**config.mk**
```make
export PLATFORM = sky130hd
export DESIGN_NAME = binary_heap_priority_queue_unit
export DESIGN_NICKNAME = d
export VERILOG_FILES = /design/src/hdl/bhpq_pkg.sv /design/src/hdl/bhpq_ram.sv /design/src/hdl/binary_heap_priority_queue_unit.sv
export SDC_FILE = /design/constraint.sdc
export NUM_CORES = 2
export LEC_CHECK = 0
export ABC_CLOCK_PERIOD_IN_PS = 12650
export BUFFER_PORTS_ARGS = -buffer_cell sky130_fd_sc_hd__buf_2
export CAP_MARGIN = 20
export CORE_AREA = 2 2 752 754
export CTS_CLUSTER_SIZE = 10
export DETAILED_ROUTE_END_ITERATION = 16
export DIE_AREA = 0 0 754 756
export GPL_ROUTABILITY_DRIVEN = 1
export PLACE_DENSITY_LB_ADDON = 0.1
export SYNTH_ARGS = -nofsm -noshare
export SYNTH_HDL_FRONTEND = slang
export SYNTH_SLANG_ARGS = --single-unit
```
**constraint.sdc**
```tcl
create_clock -name aclk -period 12.65 [get_ports aclk]
set_input_delay 0 -clock aclk [delete_from_list [all_inputs] [get_ports aclk]]
set_output_delay 0 -clock aclk [all_outputs]
set_load 0.01 [all_outputs]
```
**src/hdl/bhpq_pkg.sv**
```systemverilog
`timescale 1ns / 1ps
// ============================================================================
// bhpq_pkg
// Shared constants, types and helpers for the binary heap priority queue.
// ============================================================================
package bhpq_pkg;

    localparam int CAPACITY = 64;
    localparam int KEY_BITS = 32;
    localparam int TAG_BITS = 16;

    localparam int ADDR_W  = (CAPACITY > 1) ? $clog2(CAPACITY) : 1;
    localparam int CNT_W   = $clog2(CAPACITY + 1);
    localparam int CHILD_W = ADDR_W + 2;

    localparam logic OP_INSERT  = 1'b0;
    localparam logic OP_EXTRACT = 1'b1;

    typedef enum logic [1:0] {
        ST_OK    = 2'd0,
        ST_EMPTY = 2'd1,
        ST_FULL  = 2'd2
    } status_t;

    typedef struct packed {
        logic [KEY_BITS-1:0] key;
        logic [TAG_BITS-1:0] tag;
    } entry_t;

    localparam int ENTRY_W = $bits(entry_t);

    typedef enum logic [2:0] {
        S_IDLE,
        S_UP_RD,
        S_UP_CMP,
        S_DN_LAST,
        S_DN_RD,
        S_DN_CMP,
        S_DONE
    } state_t;

    // true when key a ranks strictly below key b
    function automatic logic ranks_below(input logic mf,
                                         input logic [KEY_BITS-1:0] a,
                                         input logic [KEY_BITS-1:0] b);
        ranks_below = mf ? (a > b) : (a < b);
    endfunction

endpackage

```
**src/hdl/bhpq_ram.sv**
```systemverilog
`timescale 1ns / 1ps
// ============================================================================
// bhpq_ram
// Generic RAM: one write port, two read ports, registered read data.
// ============================================================================
module bhpq_ram #(
    parameter int WIDTH = 8,
    parameter int DEPTH = 16
) (
    input  logic                            aclk,
    input  logic                            we,
    input  logic [$clog2(DEPTH > 1 ? DEPTH : 2)-1:0] waddr,
    input  logic [WIDTH-1:0]                wdata,
    input  logic [$clog2(DEPTH > 1 ? DEPTH : 2)-1:0] raddr0,
    input  logic [$clog2(DEPTH > 1 ? DEPTH : 2)-1:0] raddr1,
    output logic [WIDTH-1:0]                rdata0,
    output logic [WIDTH-1:0]                rdata1
);

    logic [WIDTH-1:0] mem [DEPTH];

    always_ff @(posedge aclk) begin
        if (we) begin
            mem[waddr] <= wdata;
        end
        rdata0 <= mem[raddr0];
        rdata1 <= mem[raddr1];
    end

endmodule

```
**src/hdl/binary_heap_priority_queue_unit.sv**
```systemverilog
`timescale 1ns / 1ps
// ============================================================================
// binary_heap_priority_queue_unit
// Array-based binary heap priority queue with insert and extract-top,
// selectable max-first or min-first order.
// ============================================================================
//  channel | ports                                     | transfer when
//  --------+-------------------------------------------+----------------------
//  input   | s_valid s_ready s_op s_key s_tag          | s_valid & s_ready
//  result  | m_valid m_ready m_status m_out_key ...    | m_valid & m_ready
//  config  | cfg_valid cfg_ready cfg_data              | cfg_valid & cfg_ready
//
//  One item at a time: s_ready is low from accept until the result is
//  registered, and m_valid rises as s_ready returns. Insert sifts the new
//  entry up from the end; extract returns the top and sifts the last entry
//  down from the root; a flagged item or removal of the last entry goes to done.
//  Reset clears count, order register and handshake state; no clearing pass.
//  A result waiting on m_ready holds the finished item in its last state.
// ============================================================================
module binary_heap_priority_queue_unit (
    input  logic                          aclk,
    input  logic                          aresetn,

    input  logic                          s_valid,
    output logic                          s_ready,
    input  logic                          s_op,
    input  logic [bhpq_pkg::KEY_BITS-1:0] s_key,
    input  logic [bhpq_pkg::TAG_BITS-1:0] s_tag,

    output logic                          m_valid,
    input  logic                          m_ready,
    output logic [1:0]                    m_status,
    output logic [bhpq_pkg::KEY_BITS-1:0] m_out_key,
    output logic [bhpq_pkg::TAG_BITS-1:0] m_out_tag,
    output logic                          m_top_valid,
    output logic [bhpq_pkg::KEY_BITS-1:0] m_top_key,
    output logic [bhpq_pkg::TAG_BITS-1:0] m_top_tag,
    output logic [bhpq_pkg::CNT_W-1:0]    m_count,

    input  logic                          cfg_valid,
    output logic                          cfg_ready,
    input  logic                          cfg_data
);

    localparam int AW  = bhpq_pkg::ADDR_W;
    localparam int CW  = bhpq_pkg::CNT_W;
    localparam int CHW = bhpq_pkg::CHILD_W;

    bhpq_pkg::state_t  state_reg, state_next;
    logic [AW-1:0]     idx_reg, idx_next;
    logic [CW-1:0]     cnt_reg, cnt_next;
    bhpq_pkg::entry_t  ent_reg, ent_next;
    bhpq_pkg::entry_t  out_reg, out_next;
    bhpq_pkg::status_t status_reg, status_next;
    bhpq_pkg::entry_t  top_reg, top_next;
    logic              min_first_reg, min_first_next;
    logic              m_valid_reg, m_valid_next;

    logic [1:0]                    m_status_reg, m_status_next;
    bhpq_pkg::entry_t              m_out_reg, m_out_next;
    logic                          m_top_valid_reg, m_top_valid_next;
    bhpq_pkg::entry_t              m_top_reg, m_top_next;
    logic [CW-1:0]                 m_count_reg, m_count_next;

    logic              ram_we;
    logic [AW-1:0]     ram_waddr;
    bhpq_pkg::entry_t  ram_wdata;
    logic [AW-1:0]     ram_raddr0, ram_raddr1;
    bhpq_pkg::entry_t  ram_rdata0, ram_rdata1;

    logic [CHW-1:0]    child_l, child_r, cnt_ext;
    logic [AW-1:0]     parent;

    bhpq_ram #(
        .WIDTH (bhpq_pkg::ENTRY_W),
        .DEPTH (bhpq_pkg::CAPACITY)
    ) u_store (
        .aclk   (aclk),
        .we     (ram_we),
        .waddr  (ram_waddr),
        .wdata  (ram_wdata),
        .raddr0 (ram_raddr0),
        .raddr1 (ram_raddr1),
        .rdata0 (ram_rdata0),
        .rdata1 (ram_rdata1)
    );

    assign child_l = {1'b0, idx_reg, 1'b1};
    assign child_r = child_l + CHW'(1);
    assign cnt_ext = CHW'(cnt_reg);
    assign parent  = (idx_reg - AW'(1)) >> 1;

    assign s_ready     = (state_reg == bhpq_pkg::S_IDLE);
    assign cfg_ready   = 1'b1;
    assign m_valid     = m_valid_reg;
    assign m_status    = m_status_reg;
    assign m_out_key   = m_out_reg.key;
    assign m_out_tag   = m_out_reg.tag;
    assign m_top_valid = m_top_valid_reg;
    assign m_top_key   = m_top_reg.key;
    assign m_top_tag   = m_top_reg.tag;
    assign m_count     = m_count_reg;

    always_comb begin
        state_next       = state_reg;
        idx_next         = idx_reg;
        cnt_next         = cnt_reg;
        ent_next         = ent_reg;
        out_next         = out_reg;
        status_next      = status_reg;
        min_first_next   = min_first_reg;
        m_valid_next     = m_valid_reg && !m_ready;
        m_status_next    = m_status_reg;
        m_out_next       = m_out_reg;
        m_top_valid_next = m_top_valid_reg;
        m_top_next       = m_top_reg;
        m_count_next     = m_count_reg;
        ram_we           = 1'b0;
        ram_waddr        = idx_reg;
        ram_wdata        = ent_reg;
        ram_raddr0       = '0;
        ram_raddr1       = '0;

        if (cfg_valid) begin
            min_first_next = cfg_data;
        end

        unique case (state_reg)
            bhpq_pkg::S_IDLE: begin
                if (s_valid) begin
                    out_next    = '0;
                    status_next = bhpq_pkg::ST_OK;
                    if (s_op == bhpq_pkg::OP_INSERT) begin
                        if (cnt_reg == CW'(bhpq_pkg::CAPACITY)) begin
                            status_next = bhpq_pkg::ST_FULL;
                            state_next  = bhpq_pkg::S_DONE;
                        end else begin
                            ent_next   = '{key: s_key, tag: s_tag};
                            idx_next   = AW'(cnt_reg);
                            cnt_next   = cnt_reg + CW'(1);
                            state_next = bhpq_pkg::S_UP_RD;
                        end
                    end else begin
                        if (cnt_reg == '0) begin
                            status_next = bhpq_pkg::ST_EMPTY;
                            state_next  = bhpq_pkg::S_DONE;
                        end else begin
                            out_next   = top_reg;
                            cnt_next   = cnt_reg - CW'(1);
                            ram_raddr0 = AW'(cnt_reg - CW'(1));
                            if (cnt_reg == CW'(1)) begin
                                state_next = bhpq_pkg::S_DONE;
                            end else begin
                                state_next = bhpq_pkg::S_DN_LAST;
                            end
                        end
                    end
                end
            end
            bhpq_pkg::S_UP_RD: begin
                if (idx_reg == '0) begin
                    ram_we     = 1'b1;
                    state_next = bhpq_pkg::S_DONE;
                end else begin
                    ram_raddr0 = parent;
                    state_next = bhpq_pkg::S_UP_CMP;
                end
            end
            bhpq_pkg::S_UP_CMP: begin
                ram_we = 1'b1;
                if (bhpq_pkg::ranks_below(min_first_reg, ram_rdata0.key, ent_reg.key)) begin
                    ram_wdata  = ram_rdata0;
                    idx_next   = parent;
                    state_next = bhpq_pkg::S_UP_RD;
                end else begin
                    state_next = bhpq_pkg::S_DONE;
                end
            end
            bhpq_pkg::S_DN_LAST: begin
                ent_next   = ram_rdata0;
                idx_next   = '0;
                state_next = bhpq_pkg::S_DN_RD;
            end
            bhpq_pkg::S_DN_RD: begin
                if (child_l >= cnt_ext) begin
                    ram_we     = 1'b1;
                    state_next = bhpq_pkg::S_DONE;
                end else begin
                    ram_raddr0 = AW'(child_l);
                    ram_raddr1 = AW'(child_r);
                    state_next = bhpq_pkg::S_DN_CMP;
                end
            end
            bhpq_pkg::S_DN_CMP: begin
                ram_we = 1'b1;
                if (child_r == cnt_ext) begin
                    // only a left child
                    if (bhpq_pkg::ranks_below(min_first_reg, ent_reg.key,
                                              ram_rdata0.key)) begin
                        ram_wdata  = ram_rdata0;
                        idx_next   = AW'(child_l);
                        state_next = bhpq_pkg::S_DN_RD;
                    end else begin
                        state_next = bhpq_pkg::S_DONE;
                    end
                end else if (!bhpq_pkg::ranks_below(min_first_reg, ent_reg.key,
                                                    ram_rdata0.key) &&
                             !bhpq_pkg::ranks_below(min_first_reg, ent_reg.key,
                                                    ram_rdata1.key)) begin
                    state_next = bhpq_pkg::S_DONE;
                end else if (bhpq_pkg::ranks_below(min_first_reg, ram_rdata1.key,
                                                   ram_rdata0.key)) begin
                    ram_wdata  = ram_rdata0;
                    idx_next   = AW'(child_l);
                    state_next = bhpq_pkg::S_DN_RD;
                end else begin
                    // right wins ties
                    ram_wdata  = ram_rdata1;
                    idx_next   = AW'(child_r);
                    state_next = bhpq_pkg::S_DN_RD;
                end
            end
            bhpq_pkg::S_DONE: begin
                if (!m_valid_reg || m_ready) begin
                    m_valid_next     = 1'b1;
                    m_status_next    = status_reg;
                    m_out_next       = out_reg;
                    m_top_valid_next = (cnt_reg != '0);
                    m_top_next       = (cnt_reg != '0) ? top_reg : '0;
                    m_count_next     = cnt_reg;
                    state_next       = bhpq_pkg::S_IDLE;
                end
            end
            default: begin
                state_next = bhpq_pkg::S_IDLE;
            end
        endcase
    end

    // root mirror
    always_comb begin
        top_next = top_reg;
        if (ram_we && ram_waddr == '0) begin
            top_next = ram_wdata;
        end
    end

    always_ff @(posedge aclk) begin
        if (!aresetn) begin
            state_reg     <= bhpq_pkg::S_IDLE;
            cnt_reg       <= '0;
            min_first_reg <= 1'b0;
            m_valid_reg   <= 1'b0;
        end else begin
            state_reg     <= state_next;
            cnt_reg       <= cnt_next;
            min_first_reg <= min_first_next;
            m_valid_reg   <= m_valid_next;
        end
    end

    always_ff @(posedge aclk) begin
        idx_reg         <= idx_next;
        ent_reg         <= ent_next;
        out_reg         <= out_next;
        status_reg      <= status_next;
        top_reg         <= top_next;
        m_status_reg    <= m_status_next;
        m_out_reg       <= m_out_next;
        m_top_valid_reg <= m_top_valid_next;
        m_top_reg       <= m_top_next;
        m_count_reg     <= m_count_next;
    end

endmodule
```
==> qor.log <==
[logic_synthesis] count of unique library cells instantiated by Yosys 73
[cts] maximum count of clock buffers along a single path 4
[logic_synthesis] Avg Inst Size Synth 13.3 sq um
[routing] met3 wirelength from detailed routing 67700 um
[sta] final critical delay including setup and external delays 7.29 ns
[cts] Inserted Clock Buffers 411
[floorplan] number of top-level design ports 164
[global_route] overall fraction of global-route tracks in use 25.7%
[logic_synthesis] area fraction in compound gates after synthesis 13.7%
[layout] register with the most flip-flops u_store.mem
[run] maximum capacitance violations 0
[global_route] first-pass GRT wire length 1010000 um
[pwr] power density of the placed cells 270 nW/um^2
[floorplan] FP Rows 276
[logic_synthesis] main combinational cell family by area after synthesis compound AO/OA/AOI/OAI gates
[routing] routed via count 112000
[layout] most frequent cells in the layout 3330 x sky130_fd_sc_hd__edfxtp_1, 1752 x sky130_fd_sc_hd__nand2_1, 777 x sky130_fd_sc_hd__a21oi_1
[routing] remaining routing DRC violations 0
[sta] final total negative setup slack 0 ns
[sta] maximum clock skew at final layout 0.0729 ns
[logic_synthesis] flops & latches, synth 3438
[layout] leading cell type in the layout, fill and taps excluded sky130_fd_sc_hd__edfxtp_1
[floorplan] die span in x 754 um
[routing] average wire per standard cell 39.5 um
[logic_synthesis] Synth Warn # 0
[logic_synthesis] multiplexer share of the synthesized area 5.42%
[hold_path] hold crit path type in -> reg
[setup_path] Critical Setup Path Class reg -> reg
[routing] iteration count of the initial detailed-routing pass 6
[sta] slew at the pin closest to its max-slew limit 1.22 ns
[cts] root buffer cell sky130_fd_sc_hd__clkbuf_16
[routing] topmost layer with routed signal wires met5
[cts] clock-pin slew on the worst setup and hold paths 0.06 ns
[floorplan] starting density of the core 26.9%
[global_route] vias in the first global route 108000
[logic_synthesis] EDFF count, synth 3330
[sta] Slew Viols, Final 0
[setup_path] cell family with most CP delay compound AO/OA/AOI/OAI gates
[floorplan] die area 570000 sq um
[setup_path] arrival time worst endpoint 8.06 ns
[pwr] total design power 47400 uW
[setup_path] ordered list of cells on the worst path inv_1, ha_1, nand4_1, nor3_1, a22oi_1, o211ai_1, o211ai_1, nand2_1, o21ai_4, buf_4, buf_4, o211ai_1, a22oi_2, buf_4
[layout] final layout net count 11600
[sta] hold violation total from the final report 0
[pwr] Max IR drop VDD 0.297 mV
[cts] Resized Gates After CTS 0
[cts] H-tree levels 5
[global_route] global route total overflow 0
[pwr] Leak 0.0562 uW
[logic_synthesis] gate count of the mapped netlist 11400
[logic_synthesis] xor and xnor area share after synthesis 0.122%
[sta] final count of negative-setup-slack endpoints 0
[setup_path] worst-path maximum fanout 40
[layout] number of flip-flops in the largest register 3072
[routing] drt total wl 761000 um
[sta] FMAX 137 MHz
[routing] Avg Vias per Cell 5.82
[floorplan] Die Span Y 756 um
[routing] detailed-route wire length on metal 1 321000 um
[logic_synthesis] share of synthesized area occupied by flip-flops and latches 67.6%
[setup_path] slowest cell on the critical path sky130_fd_sc_hd__a22oi_2
[global_route] antenna violations before repair 98
[cts] clock latency at the later pin of the worst-skew pair 1.04 ns
[sta] period utilization 57.6%
[logic_synthesis] ys async rst share 0%
[layout] final-layout fill cell count 55700
[setup_path] Worst Path Required 13.42 ns
[placement] half-perimeter wire length after detailed placement 416000 um
[routing] Routed Antenna Nets 0
[sta] worst setup margin 5.36 ns
[placement] number of port buffers 162
[routing] drt first-iter violations 15500
[outcome] status completed
[setup_path] critical path endpoint category register
[setup_path] launching element type of the critical path register
[floorplan] Floorplan Core Area 563000 sq um
[logic_synthesis] basic-gate share of the synthesized area counting and, or, nand and nor cells 9.35%
[cts] # clock sinks 3438
[layout] share of cells above drive strength 1 13.2%
[cts] Setup Buffers After CTS 0
[cts] clock tree from TritonCTS yes
[logic_synthesis] post-synthesis cell area 151000 sq um
[sta] unrepaired setup endpoints after global routing false
[setup_path] R2R Setup Slk 5.36 ns
[placement] RePlAce Congestion 0.870
[logic_synthesis] number of nets produced by synthesis 11500
[logic_synthesis] Primary FF master, synth sky130_fd_sc_hd__edfxtp_1
[routing] Met2 Routed Length 339000 um
[layout] Area growth syn-to-layout 16.0%
[logic_synthesis] adder-cell share of the synthesized area 0.894%
[sta] worst max-slew margin expressed relative to the limit 16.6%
[placement] setup slack at placement 5.60 ns
[setup_path] Buf+Inv Stages, Crit Path 4
[setup_path] max incr delay on CP 0.95 ns
[global_route] largest net degree at the start of global routing 124
[cell families (layout without fill, tap and decap cells)]
family | count (synthesis) | after routing
XOR/XNOR | 21 | 21
multiplexers | 453 | 453
AO/OA/AOI/OAI | 3040 | 3040
adder cells (fa/ha/maj) | 108 | 108
other | 1 | 33
buffers and inverters | 1123 | 1498
flip-flops | 3438 | 3438
AND/OR/NAND/NOR | 3166 | 3166
[timing repair]
item,in CTS,in global routing
endpoints found under the hold margin,164,0
hold buffers,79,0
endpoints found under the setup margin,0,0
[layout make-up]
| class | count | area [sq um] | area share [%] |
|---|---|---|---|
| repair buffers | 652 | 5250 | 3.00 |
| flip-flops and latches | 3438 | 102000 | 58.3 |
| clock inverters | 74 | 830 | 0.473 |
| inverters | 130 | 500 | 0.286 |
| clock buffers | 642 | 11400 | 6.52 |
| well taps | 7506 | 9390 | 5.36 |
| diodes | 32 | 80.1 | 0.0457 |
| multi-input cells | 6789 | 45600 | 26.0 |
[power by group]
| group | switching [uW] | internal [uW] | total, uW |
|---|---|---|---|
| registers | 526 | 15100 | 15600 |
| clock network | 4950 | 6310 | 11300 |
| logic | 15000 | 5440 | 20500 |
| total | 20500 | 26900 | 47400 |
[tightest hold or removal path, stage by stage]
cell and delay (ns):
sky130_fd_sc_hd__dlygate4sd3_1 0.60, sky130_fd_sc_hd__buf_2 0.21, sky130_fd_sc_hd__mux2_2 0.18
[through the flow]
step	hold slack, ns	cell area [sq um]	std cells	util, %
final	0.0709	175000	19300	31.1
after global routing	0.0542	175000	19200	31.1
after CTS	0.00585	175000	19200	31.1
after detailed placement	0.274	162000	18400	28.8
after global placement	0.270	162000	18400	28.8
after floorplan	0.154	151000	11400	-
[cells in the mapped netlist (all sizes together) (6+ instances only)]
cell	instances	area share (%)
a2111oi	98	0.58
a211oi	436	2.2
a21o	9	0.045
a21oi	780	2.6
a221o	51	0.34
a221oi	149	0.87
a22oi	431	2.1
a311oi	100	0.58
a31oi	206	0.85
and2	58	0.24
and3	304	1.3
buf	184	0.55
clkbuf	809	2.0
dfxtp	108	1.4
edfxtp	3330	66
ha	108	0.89
inv	130	0.32
mux2	36	0.27
mux2i	129	0.85
mux4	288	4.3
nand2	1755	4.4
nand2b	6	0.025
nand3	360	1.2
nand4	22	0.091
nor2	278	0.69
nor2b	13	0.054
nor3	139	0.47
o211ai	318	1.6
o21ai	245	0.81
o22ai	100	0.41
o311a	42	0.28
o311ai	38	0.22
or3	214	0.89
xnor2	12	0.070
xor2	9	0.052
[metal layers]
layer  vias up  GRT usage [%]
met1     59200           35.2
met4        22           10.1
li1      44800              -
met3      1332           5.29
met2      6713           40.0
met5         -              0
[path summary, 6_finish.rpt]
kind / cells after the start / from / endpoint
max reg2reg: 14 / u_store.rdata0[39]$_DFF_P_ / u_store.mem[23][2]$_DFFE_PP_
min: 3 / s_tag[13] / ent_reg[13]$_DFFE_PP_
min reg2reg: 0 / out_reg[13]$_SDFFCE_PP0P_ / m_out_tag[13]$_DFFE_PP_
max: 14 / u_store.rdata0[39]$_DFF_P_ / u_store.mem[23][2]$_DFFE_PP_
(Power assumes the default switching activity.)
